File: src/hw/rtl/assert_macros.svh
// Assertion macros shared by the alignment error profile counter RTL.
`ifndef ASSERT_MACROS_SVH
`define ASSERT_MACROS_SVH
`ifndef ASSERT_OFF
// Clocked property check with reset disable and a fixed message.
`define AEPC_ASSERT(lbl, clk, rst_n, prop) \
	lbl: assert property (@(posedge clk) disable iff (!rst_n) prop) else $error("assertion failed");
// Clocked property check with reset disable and a caller message.
`define AEPC_ASSERT_MSG(lbl, clk, rst_n, prop, msg) \
	lbl: assert property (@(posedge clk) disable iff (!rst_n) prop) else $error(msg);
`else
`define AEPC_ASSERT(lbl, clk, rst_n, prop)
`define AEPC_ASSERT_MSG(lbl, clk, rst_n, prop, msg)
`endif
`endif

File: src/hw/rtl/aepc_pkg.sv
// Shared constants, codes, types and helpers of the alignment error profile counter.
package aepc_pkg;

	localparam int NUM_COLUMNS_DEF = 64;
	localparam int QUAL_CODES_DEF  = 128;
	localparam int COUNT_BITS_DEF  = 32;

	localparam int QUAL_BASE      = 33;
	localparam int QUAL_END       = 128;
	localparam int INDEL_GROUP    = 14;
	localparam int PLAIN_GROUP    = 4;
	localparam int INS_BEFORE_OFS = 8;
	localparam int DEL_OFS        = 12;
	localparam int MAX_ROWS       = 4 * INDEL_GROUP;
	localparam int ROW_W          = 6;
	localparam int COL_W          = 6;

	// func codes
	localparam logic [2:0] FN_START = 3'd0;
	localparam logic [2:0] FN_PAIR  = 3'd1;
	localparam logic [2:0] FN_INS   = 3'd2;
	localparam logic [2:0] FN_DEL   = 3'd3;
	localparam logic [2:0] FN_MAP   = 3'd4;
	localparam logic [2:0] FN_READ  = 3'd5;
	localparam logic [2:0] FN_CLEAR = 3'd6;

	// status codes
	localparam logic [2:0] STS_OK       = 3'd0;
	localparam logic [2:0] STS_BAD_TRUE = 3'd1;
	localparam logic [2:0] STS_BAD_OBS  = 3'd2;
	localparam logic [2:0] STS_BAD_QUAL = 3'd3;
	localparam logic [2:0] STS_RANGE    = 3'd4;

	// base codes
	localparam logic [2:0] BASE_T = 3'd3;
	localparam logic [2:0] BASE_N = 3'd4;
	localparam logic [2:0] TB_END = 3'd5;

	// config register indexes
	localparam logic CFG_COUNT_INDELS = 1'b0;

	typedef struct packed {
		logic accept;
		logic eval;
		logic rd_a;
		logic wr_a;
		logic rd_b;
		logic wr_b;
		logic rd_tbl;
		logic clr_wr;
		logic load_out;
	} ctrl_cmd_t;

	typedef struct packed {
		logic use_a;
		logic use_b;
		logic rd_tbl;
		logic clr;
		logic use_b_pend;
		logic sweep_last;
		logic out_free;
	} dp_stat_t;

	// Row of a transition: base group plus offset inside the group.
	function automatic logic [ROW_W-1:0] row_of(input logic [1:0] base, input logic indels,
			input logic [3:0] ofs);
		logic [ROW_W-1:0] grp;
		grp = indels ? ROW_W'(INDEL_GROUP) : ROW_W'(PLAIN_GROUP);
		return ROW_W'(base) * grp + ROW_W'(ofs);
	endfunction

endpackage

File: src/hw/rtl/aepc_ctrl.sv
// Sequencing state machine of the alignment error profile counter.
`include "assert_macros.svh"
module aepc_ctrl (
	input  logic                 clk,
	input  logic                 arst_n,
	input  logic                 s_tvalid,
	output logic                 s_tready,
	input  aepc_pkg::dp_stat_t   stat,
	output aepc_pkg::ctrl_cmd_t  cmd
);
	import aepc_pkg::*;

	typedef enum logic [8:0] {
		S_CLEAR  = 9'b000000001,
		S_IDLE   = 9'b000000010,
		S_EVAL   = 9'b000000100,
		S_RD_A   = 9'b000001000,
		S_WR_A   = 9'b000010000,
		S_RD_B   = 9'b000100000,
		S_WR_B   = 9'b001000000,
		S_RD_TBL = 9'b010000000,
		S_DONE   = 9'b100000000
	} state_t;

	state_t state_q, state_d;
	logic   clr_item_q, clr_item_d;

	assign s_tready = (state_q == S_IDLE);

	always_comb begin
		state_d      = state_q;
		clr_item_d   = clr_item_q;
		cmd          = '0;
		unique case (state_q)
			S_CLEAR: begin
				cmd.clr_wr = 1'b1;
				if (stat.sweep_last) begin
					state_d = clr_item_q ? S_DONE : S_IDLE;
				end
			end
			S_IDLE: begin
				if (s_tvalid) begin
					cmd.accept = 1'b1;
					state_d    = S_EVAL;
				end
			end
			S_EVAL: begin
				cmd.eval = 1'b1;
				priority if (stat.use_a) begin
					state_d = S_RD_A;
				end else if (stat.use_b) begin
					state_d = S_RD_B;
				end else if (stat.rd_tbl) begin
					state_d = S_RD_TBL;
				end else if (stat.clr) begin
					state_d    = S_CLEAR;
					clr_item_d = 1'b1;
				end else begin
					state_d = S_DONE;
				end
			end
			S_RD_A: begin
				cmd.rd_a = 1'b1;
				state_d  = S_WR_A;
			end
			S_WR_A: begin
				cmd.wr_a = 1'b1;
				state_d  = stat.use_b_pend ? S_RD_B : S_DONE;
			end
			S_RD_B: begin
				cmd.rd_b = 1'b1;
				state_d  = S_WR_B;
			end
			S_WR_B: begin
				cmd.wr_b = 1'b1;
				state_d  = S_DONE;
			end
			S_RD_TBL: begin
				cmd.rd_tbl = 1'b1;
				state_d    = S_DONE;
			end
			S_DONE: begin
				if (stat.out_free) begin
					cmd.load_out = 1'b1;
					clr_item_d   = 1'b0;
					state_d      = S_IDLE;
				end
			end
			default: begin
				state_d = S_CLEAR;
			end
		endcase
	end

	always_ff @(posedge clk or negedge arst_n) begin
		if (!arst_n) begin
			state_q    <= S_CLEAR;
			clr_item_q <= 1'b0;
		end else begin
			state_q    <= state_d;
			clr_item_q <= clr_item_d;
		end
	end

	`AEPC_ASSERT_MSG(a_accept_to_eval, clk, arst_n, (s_tvalid && s_tready) |=> (state_q == S_EVAL), "accepted item not evaluated")
	`AEPC_ASSERT_MSG(a_wr_a_after_rd, clk, arst_n, (state_q == S_WR_A) |-> ($past(state_q) == S_RD_A), "count write A without read")
	`AEPC_ASSERT_MSG(a_wr_b_after_rd, clk, arst_n, (state_q == S_WR_B) |-> ($past(state_q) == S_RD_B), "count write B without read")
	`AEPC_ASSERT(a_load_when_free, clk, arst_n, cmd.load_out |-> stat.out_free)
	`AEPC_ASSERT(a_sweep_ends, clk, arst_n, (state_q == S_CLEAR && stat.sweep_last) |=> (state_q != S_CLEAR))

endmodule

File: config.mk
export PLATFORM = sky130hd
export DESIGN_NAME = aepc_ctrl
export DESIGN_NICKNAME = d
export VERILOG_FILES = /design/src/hw/rtl/aepc_pkg.sv /design/src/hw/rtl/aepc_ctrl.sv
export VERILOG_INCLUDE_DIRS = /design/src /design/src/hw/rtl
export SDC_FILE = /design/constraint.sdc
export NUM_CORES = 1
export LEC_CHECK = 0
export BUFFER_PORTS_ARGS = -buffer_cell sky130_fd_sc_hd__buf_2
export CORE_MARGIN = 4
export CORE_UTILIZATION = 53
export CTS_BUF_LIST = sky130_fd_sc_hd__clkbuf_16
export DETAILED_ROUTE_END_ITERATION = 16
export PLACE_DENSITY = 0.81
export SYNTH_ARGS = -nofsm -noshare
export SYNTH_HDL_FRONTEND = slang
export SYNTH_SLANG_ARGS = --single-unit
File: constraint.sdc
create_clock -name clk -period 3.84 [get_ports clk]
set_clock_uncertainty 0.1 [all_clocks]
set_input_delay 0.192 -clock clk [delete_from_list [all_inputs] [get_ports clk]]
set_output_delay 0.192 -clock clk [all_outputs]
set_load 0.02 [all_outputs]
Word-level counts from Yosys, hierarchy flattened

Cells that the tools add are included.

Memory bits (writable): 0
Register bits: 10
Output and inout port bits: 10
Bits of input ports: 10
Memories kept: 0
Bits in read-only memories: 0
Latch bits: 0

$add $sub $neg: 0
Multiply operators: 0
Shift operators: 0
Divide/modulo/power cells: 0
Bitwise logic cells: 0
Muxes and demuxes: 27
Order comparisons: 0
Reduce and logical (&&, ||, !) cells: 4
Equal/unequal tests: 16

Operators by type and width:

| kind               | count |
|---|---|
| $mux 9             | 9 |
| $pmux 9 s8         | 1 |
| $mux 1             | 16 |
| $ne 2x2->1 const B | 7 |
| $eq 9x1->1 const B | 1 |
| $eq 9x2->1 const B | 1 |
| $eq 9x3->1 const B | 1 |
| $eq 9x4->1 const B | 1 |
| $eq 9x5->1 const B | 1 |
| $eq 9x6->1 const B | 1 |
| $eq 9x7->1 const B | 1 |
| $eq 9x8->1 const B | 1 |
| $eq 9x9->1 const B | 1 |
| $reduce_and 6->1   | 1 |
| $reduce_and 3->1   | 1 |
| $pmux 1 s2         | 1 |
| $reduce_bool 2->1  | 1 |
| $reduce_or 2->1    | 1 |

Longest topological paths before layout

Gate-level depths: netlist of the first run.

Word-level depth: 5
Depth in mapped cells: 7
Gate-level depth less buffers: 5

Least setup slack after synthesis of the first run

Ideal clock, no wire load.

Path kind: flip-flop to output port
From: reg state_q[5]
To: out cmd[8] in the netlist's numbering
Path buffers: 0
Stages on the path, launching flop included: 6
Arrival time: 1815 ps
Required time: 3548 ps
Path slack: 1733 ps
Cells stage by stage: dfrtp_1 or4_4 nor2_4 nand2_2 nor2_1 and2_1

RTL lines:

| what                   | line             | RTL |
|---|---|---|
| start, declared        | aepc_ctrl.sv:25  | `state_t state_q, state_d;` |
| start signal, assigned | aepc_ctrl.sv:100 | `state_q <= state_d;` |
| end, declared          | aepc_ctrl.sv:9   | `output aepc_pkg::ctrl_cmd_t cmd` |

==> results of run 1 <==
==> cells by family (layout without fill, tap and decap cells) <==
family	after synthesis	after routing	synth area share, %
flip-flops	10	10	35.5
XOR/XNOR	2	2	2.47
AND/OR/NAND/NOR	39	39	36.0
buffers and inverters	10	29	6.01
AO/OA/AOI/OAI	19	19	20.0
==> placed cells by master (no fill, tap or decap), types with 2 or more instances in the layout <==
cell / count
nor3_1: 3
nand3_1: 2
dfrtp_1: 9
o32ai_1: 2
a21oi_1: 2
clkbuf_16: 3
and4b_1: 4
inv_1: 5
o21ai_0: 4
and2_1: 3
nand2b_1: 4
nor4_1: 4
nor2_1: 5
and3_1: 2
buf_2: 19
a32o_1: 2
nand2_1: 2
==> Yosys cell counts (2+ instances only) <==
cell type,n,area [µm²]
dfrtp_1,9,225
inv_1,5,18.8
nor2_1,5,18.8
and4b_1,4,40.0
nand2b_1,4,25.0
nor4_1,4,25.0
o21ai_0,4,20.0
and2_1,3,18.8
clkbuf_1,3,11.3
nor3_1,3,15.0
a21oi_1,2,10.0
a32o_1,2,20.0
and3_1,2,12.5
nand2_1,2,7.51
nand3_1,2,10.0
o32ai_1,2,17.5
==> critical path, stage by stage (launching register included) <==
cell,delay (ns)
dfrtp_1,0.48
or4_4,0.61
nor2_4,0.12
nand2_2,0.09
nor2_1,0.22
and2_1,0.15
buf_2,0.16
==> layer usage <==
layer,track usage [%],vias to the layer above
li1,-,341
met1,28.0,349
met2,35.5,48
met3,4.47,8
met4,13.9,0
met5,0,-
==> registers in the layout (all words and copies together), names as in the netlist <==
signal / count
clr_item_q: 1
state_q: 9
==> layout make-up <==
type	instances	share of cell area [%]
Clock buffer	3	8.47
Inverter	5	2.12
Multi-Input combinational cell	60	46.8
Tap cell	14	1.98
Clock inverter	1	0.424
Sequential cell	10	28.4
Timing Repair Buffer	20	11.9
==> repair_timing <==
action,CTS,global route
hold buffers,1,0
endpoints found under the setup margin,0,0
hold endpoints to repair,10,0
gates resized for setup,0,0
==> path summary, 6_finish.rpt <==
path                             from         end  slack (ns)  cells after the start
max                        state_q[4]      cmd[8]        1.48                      6
min                           stat[6]  state_q[3]        0.09                      2
max reg2reg                state_q[4]  state_q[0]        1.86                      5
min reg2reg                clr_item_q  clr_item_q        0.48                      2
max in group asynchronous      arst_n  state_q[0]        3.14                      2
min in group asynchronous      arst_n  state_q[4]        0.25                      2
==> report_power, final <==
group | internal, mW | leakage, nW | total, mW | switching, mW
Sequential | 0.133 | 0.134 | 0.167 | 0.0337
Clock | 0.137 | 0.0385 | 0.187 | 0.0504
Combinational | 0.101 | 0.250 | 0.243 | 0.142
==> through the flow <==
| stage | instance area, µm² | setup WS (ns) |
|---|---|---|
| global route | 886 | 1.36 |
| finish | 886 | 1.48 |
| CTS | 886 | 1.50 |
| floorplan | 708 | 1.73 |
| detailed placement | 797 | 1.80 |
| global placement | 797 | 1.86 |
==> flow_summary_export.csv, run 1 <==
group,metric,value,unit
final_layout,fin_util,74.7,%
timing,slew_headroom,64.1,%
synthesis,synth-edff-count,0,
clock_network,cts_root_buf,"clkbuf_16",
grt,grt_pass1_wl,3.23,mm
synthesis,syn_inst,80,
pwr,ir_drop,396,µV
floorplanning,die_area,1990,µm²
floorplanning,core,1190,µm²
place,place_hpwl,1.35,mm
timing,worstMarginPinSlew,0.534,ns
final_layout,multi_input_area,414,µm²
setup_path,worstPathMaxFanout,11,
setup_path,crit_type,"reg -> out",
clock_network,cts_buffer_depth,2,
synthesis,syn_avg_cell_area,8.85,µm²
synthesis,synthFlopType,"dfrtp_1",
synthesis,synth_seq_cells,10,
timing,fin_crit,2.36,ns
floorplanning,fp.dieW,44.6,µm
place,io_buffers,19,
final_layout,fillCellCount,87,
setup_path,worstPathRequired,3.55,ns
timing,max_freq,423,MHz
clock_network,clk_pin_slew,0.04,ns
clock_network,cts_tree,"built",
timing,tns,0,ns
place,dp_cells,108,
synthesis,async_flop_share,100,%
timing,worst_hold_slack,0.0873,ns
job,drv_cap,0,
routing,dr_wl_met2,978,µm
routing,drtIter0Drc,34,
pwr,powerDensity,674,nW/µm²
synthesis,ys_types,40,
grt,grt_max_degree,12,
pwr,p_leak,0.422,nW
final_layout,antenna_cells,0,
timing,drv_slew,0,
routing,wirelength,1.94,mm
routing,met3_length,175,µm
clock_network,cts_buffers,3,
floorplanning,io_pins,20,
synthesis,synth_warnings,0,
routing,top_layer,"met4",
clock_network,clock_sinks,10,
final_layout,nets,110,
grt,gr-total-overflow,0,
final_layout,seq_area,251,µm²
min_path,hold_class,"in -> reg",
synthesis,seq_area_frac_synth,35.5,%
status,outcome,"complete, no violations",
clock_network,clock_latency,0.24,ns
grt,grt_pass1_vias,703,
routing,met1_length,698,µm
floorplanning,rows,12,
routing,dr.pass1.iters,4,
timing,finalSetupViolCount,0,
final_layout,layout-drive-gt1-share,28.3,%
routing,drt-vias-per-instance,6.60,
timing,rsz0062_at_grt,"no",
final_layout,final_cell_count_no_fill,113,
synthesis,synth_area,708,µm²
floorplanning,die_height,44.6,µm
clock_network,post_cts_buffers,0,
routing,wl_per_cell,17.1,µm
grt,grt_use_total,22.6,%
timing,hold_viol,0,
pwr,power.total,0.597,mW
routing,drc,0,
setup_path,worstPathArrival,2.07,ns
setup_path,cp-end-kind,"output pin",
setup_path,cp-start-kind,"register",
floorplanning,initial_core_util,59.7,%
grt,grt_antenna_before_repair,0,
routing,vias,746,
routing,drtAntennaViolNets,0,
clock_network,htree_levels,1,
place,gp_congestion,0.782,
synthesis,syn_nets,90,
final_layout,area_delta_synth_final,25.1,%
timing,period_share,61.5,%
No activity file was read; power rests on OpenSTA's default activity.
==> inputs of run 2 (changes only) <==
- ABC_AREA: not set -> 1
- CORE_UTILIZATION: 53 -> 45
- PLACE_DENSITY: 0.81 -> 0.73
- clock period: 3.84 -> 1.94 ns (I/O delays scaled with it)
==> flow_summary_export.csv, run 2 <==
group,metric,value,unit
min_path,hold_class,"in -> reg",
synthesis,synth_top_cell_by_area,"dfrtp_1",
grt,grt_pass1_vias,744,
grt,grt_use_met1,21.4,%
clock_network,cts_root_buf,"clkbuf_16",
pwr,powerDensity,1220,nW/µm²
timing,slew_headroom,78.4,%
synthesis,seq_area_frac_synth,33.4,%
grt,grt_pass1_wl,3.12,mm
synthesis,syn_inst,109,
floorplanning,io_pins,20,
final_layout,multi_input_area,440,µm²
setup_path,worstPathRequired,2.01,ns
grt,grt_use_total,16.2,%
routing,dr.pass1.iters,4,
routing,drtIter0Drc,21,
timing,hold_viol,0,
place,place_hpwl,1.39,mm
grt,grt_use_met3,3.06,%
place,io_buffers,19,
pwr,p_leak,0.530,nW
clock_network,clock_latency,0.24,ns
final_layout,seq_area,251,µm²
timing,max_freq,547,MHz
final_layout,layout-drive-gt1-share,30.1,%
synthesis,synth_area,752,µm²
grt,grt_max_degree,11,
setup_path,worstPathArrival,1.90,ns
floorplanning,die_height,48.9,µm
routing,drtAntennaViolNets,0,
setup_path,cp-start-kind,"register",
synthesis,synthFlopType,"dfrtp_1",
timing,worstMarginPinSlew,0.322,ns
final_layout,antenna_cells,0,
setup_path,cp-end-kind,"register",
timing,tns,0,ns
synthesis,synth_seq_cells,10,
pwr,power.total,1.20,mW
pwr,ir_drop,622,µV
grt,gr-total-overflow,0,
clock_network,cts_resized,0,
synthesis,syn_nets,119,
job,drv_cap,0,
synthesis,ys_types,20,
final_layout,fillCellCount,145,
synthesis,syn_avg_cell_area,6.90,µm²
clock_network,htree_levels,1,
timing,fin_crit,1.83,ns
final_layout,nets,147,
floorplanning,fp.dieW,48.9,µm
setup_path,worstPathMaxFanout,8,
clock_network,clock_sinks,10,
timing,drv_slew,0,
synthesis,synth_warnings,0,
floorplanning,rows,14,
synthesis,synth.top_cell.area_share,30.0,%
routing,wl_per_cell,12.4,µm
floorplanning,die_area,2390,µm²
clock_network,cts_tree,"built",
final_layout,area_delta_synth_final,31.1,%
clock_network,cts_buffers,3,
routing,wirelength,1.89,mm
routing,drc,0,
timing,finalSetupViolCount,0,
final_layout,mostFrequentLayoutCells,"nand2_1 (24), nor2_1 (21), buf_2 (19)",
clock_network,cts_buffer_depth,2,
grt,gr-usage-met2,25.7,%
final_layout,largest_register_ff_count,9,
timing,period_share,94.2,%
final_layout,mostFrequentLayoutCell,"nand2_1",
synthesis,synth-edff-count,0,
routing,vias,780,
clock_network,clk_pin_slew,0.04,ns
status,outcome,"complete, no violations",
routing,drt-vias-per-instance,5.13,
synthesis,synth_most_common_cell,"nand2_1",
final_layout,top_register,"state_q",
final_layout,reg_top3,"state_q: 9 flops, clr_item_q: 1 flops",
grt,grt_antenna_before_repair,0,
floorplanning,core,1540,µm²
grt,globalRoute.busiestLayer,"met2",
place,gp_congestion,0.878,
synthesis,synth_common_cells,"nand2_1 (24), nor2_1 (21), inv_1 (14)",
synthesis,async_flop_share,100,%
setup_path,crit_type,"reg -> reg",
floorplanning,initial_core_util,48.8,%
synthesis,synthTopCellsByArea,"dfrtp_1 (30%), nand2_1 (12%), nor2_1 (10%)",
timing,rsz0062_at_grt,"no",
[run 2: cell types whose count changed after synthesis, sizes merged, moves of 3 or more]
cell,change
nand3,+10
clkbuf,-3
nand2,+22
and4b,-4
nor2,+23
and2,-3
inv,+11
nand2b,-4
[run 2: cell families after synthesis]
| kind of cell | share of synthesized area [%] |
|---|---|
| compound gates | 4.66 |
| buf+inv | 7.99 |
| flops | 33.4 |
| simple gates | 53.9 |
[run 2: final cells by class]
cell class	instances	area share, %
clock buffer	3	7.61
clock inverter	1	0.381
inverter	16	6.09
multi-input combinational	83	44.7
sequential	10	25.5
tap	16	2.03
timing repair buffer	23	13.7
[run 2: report_power, final]
part	total [mW]	leakage (nW)	internal (mW)	switching (mW)
Combinational	0.517	0.360	0.178	0.339
Clock	0.365	0.0385	0.270	0.0948
Sequential	0.318	0.132	0.262	0.0562
Total	1.20	0.530	0.709	0.490
[run 2: final timing paths]
| kind | start | to | slack, ns | depth (start not counted) |
|---|---|---|---|---|
| hold / removal | stat[6] | state_q[5] | 0.02 | 2 |
| setup reg to reg | state_q[8] | state_q[7] | 0.11 | 6 |
| setup / recovery | state_q[8] | state_q[7] | 0.11 | 6 |
| hold reg to reg | clr_item_q | clr_item_q | 0.43 | 2 |
| max in group asynchronous | arst_n | state_q[0] | 1.33 | 2 |
| min in group asynchronous | arst_n | state_q[3] | 0.16 | 2 |
[run 2: per-layer routing]
metal  vias to the layer above  routed length, µm  part of all wire [%]
met2                        34                881                    47
li1                        402                  -                     -
met1                       341                862                    46
met4                         0                 19                   1.0
met5                         -                  0                     0
met3                         3                124                   6.6
[run 2: what timing repair did]
action,in CTS,in global routing
endpoints found under the hold margin,12,0
hold buffers,4,0
setup buffers,0,0
[run 2: worst max-delay path, cell delays in order (launching register included)]
cell	delay [ns]
dfrtp_1	0.44
inv_1	0.16
nand3_4	0.17
nor2_4	0.16
nand2_1	0.07
nor3_1	0.11
dlygate4sd3_1	0.55
[run 2: per-stage QoR]
stage | hold slack (ns) | utilization (%) | setup WS, ns | std cells | area [µm²]
floorplan | -0.299 | - | 0.486 | 109 | 752
global placement | -0.127 | 56.3 | 0.460 | 144 | 867
detailed placement | -0.126 | 56.3 | 0.435 | 144 | 867
CTS | 0.0281 | 64.0 | 0.0941 | 152 | 986
global route | 0.0387 | 64.0 | 0.00907 | 152 | 986
finish | 0.0233 | 64.0 | 0.112 | 152 | 986
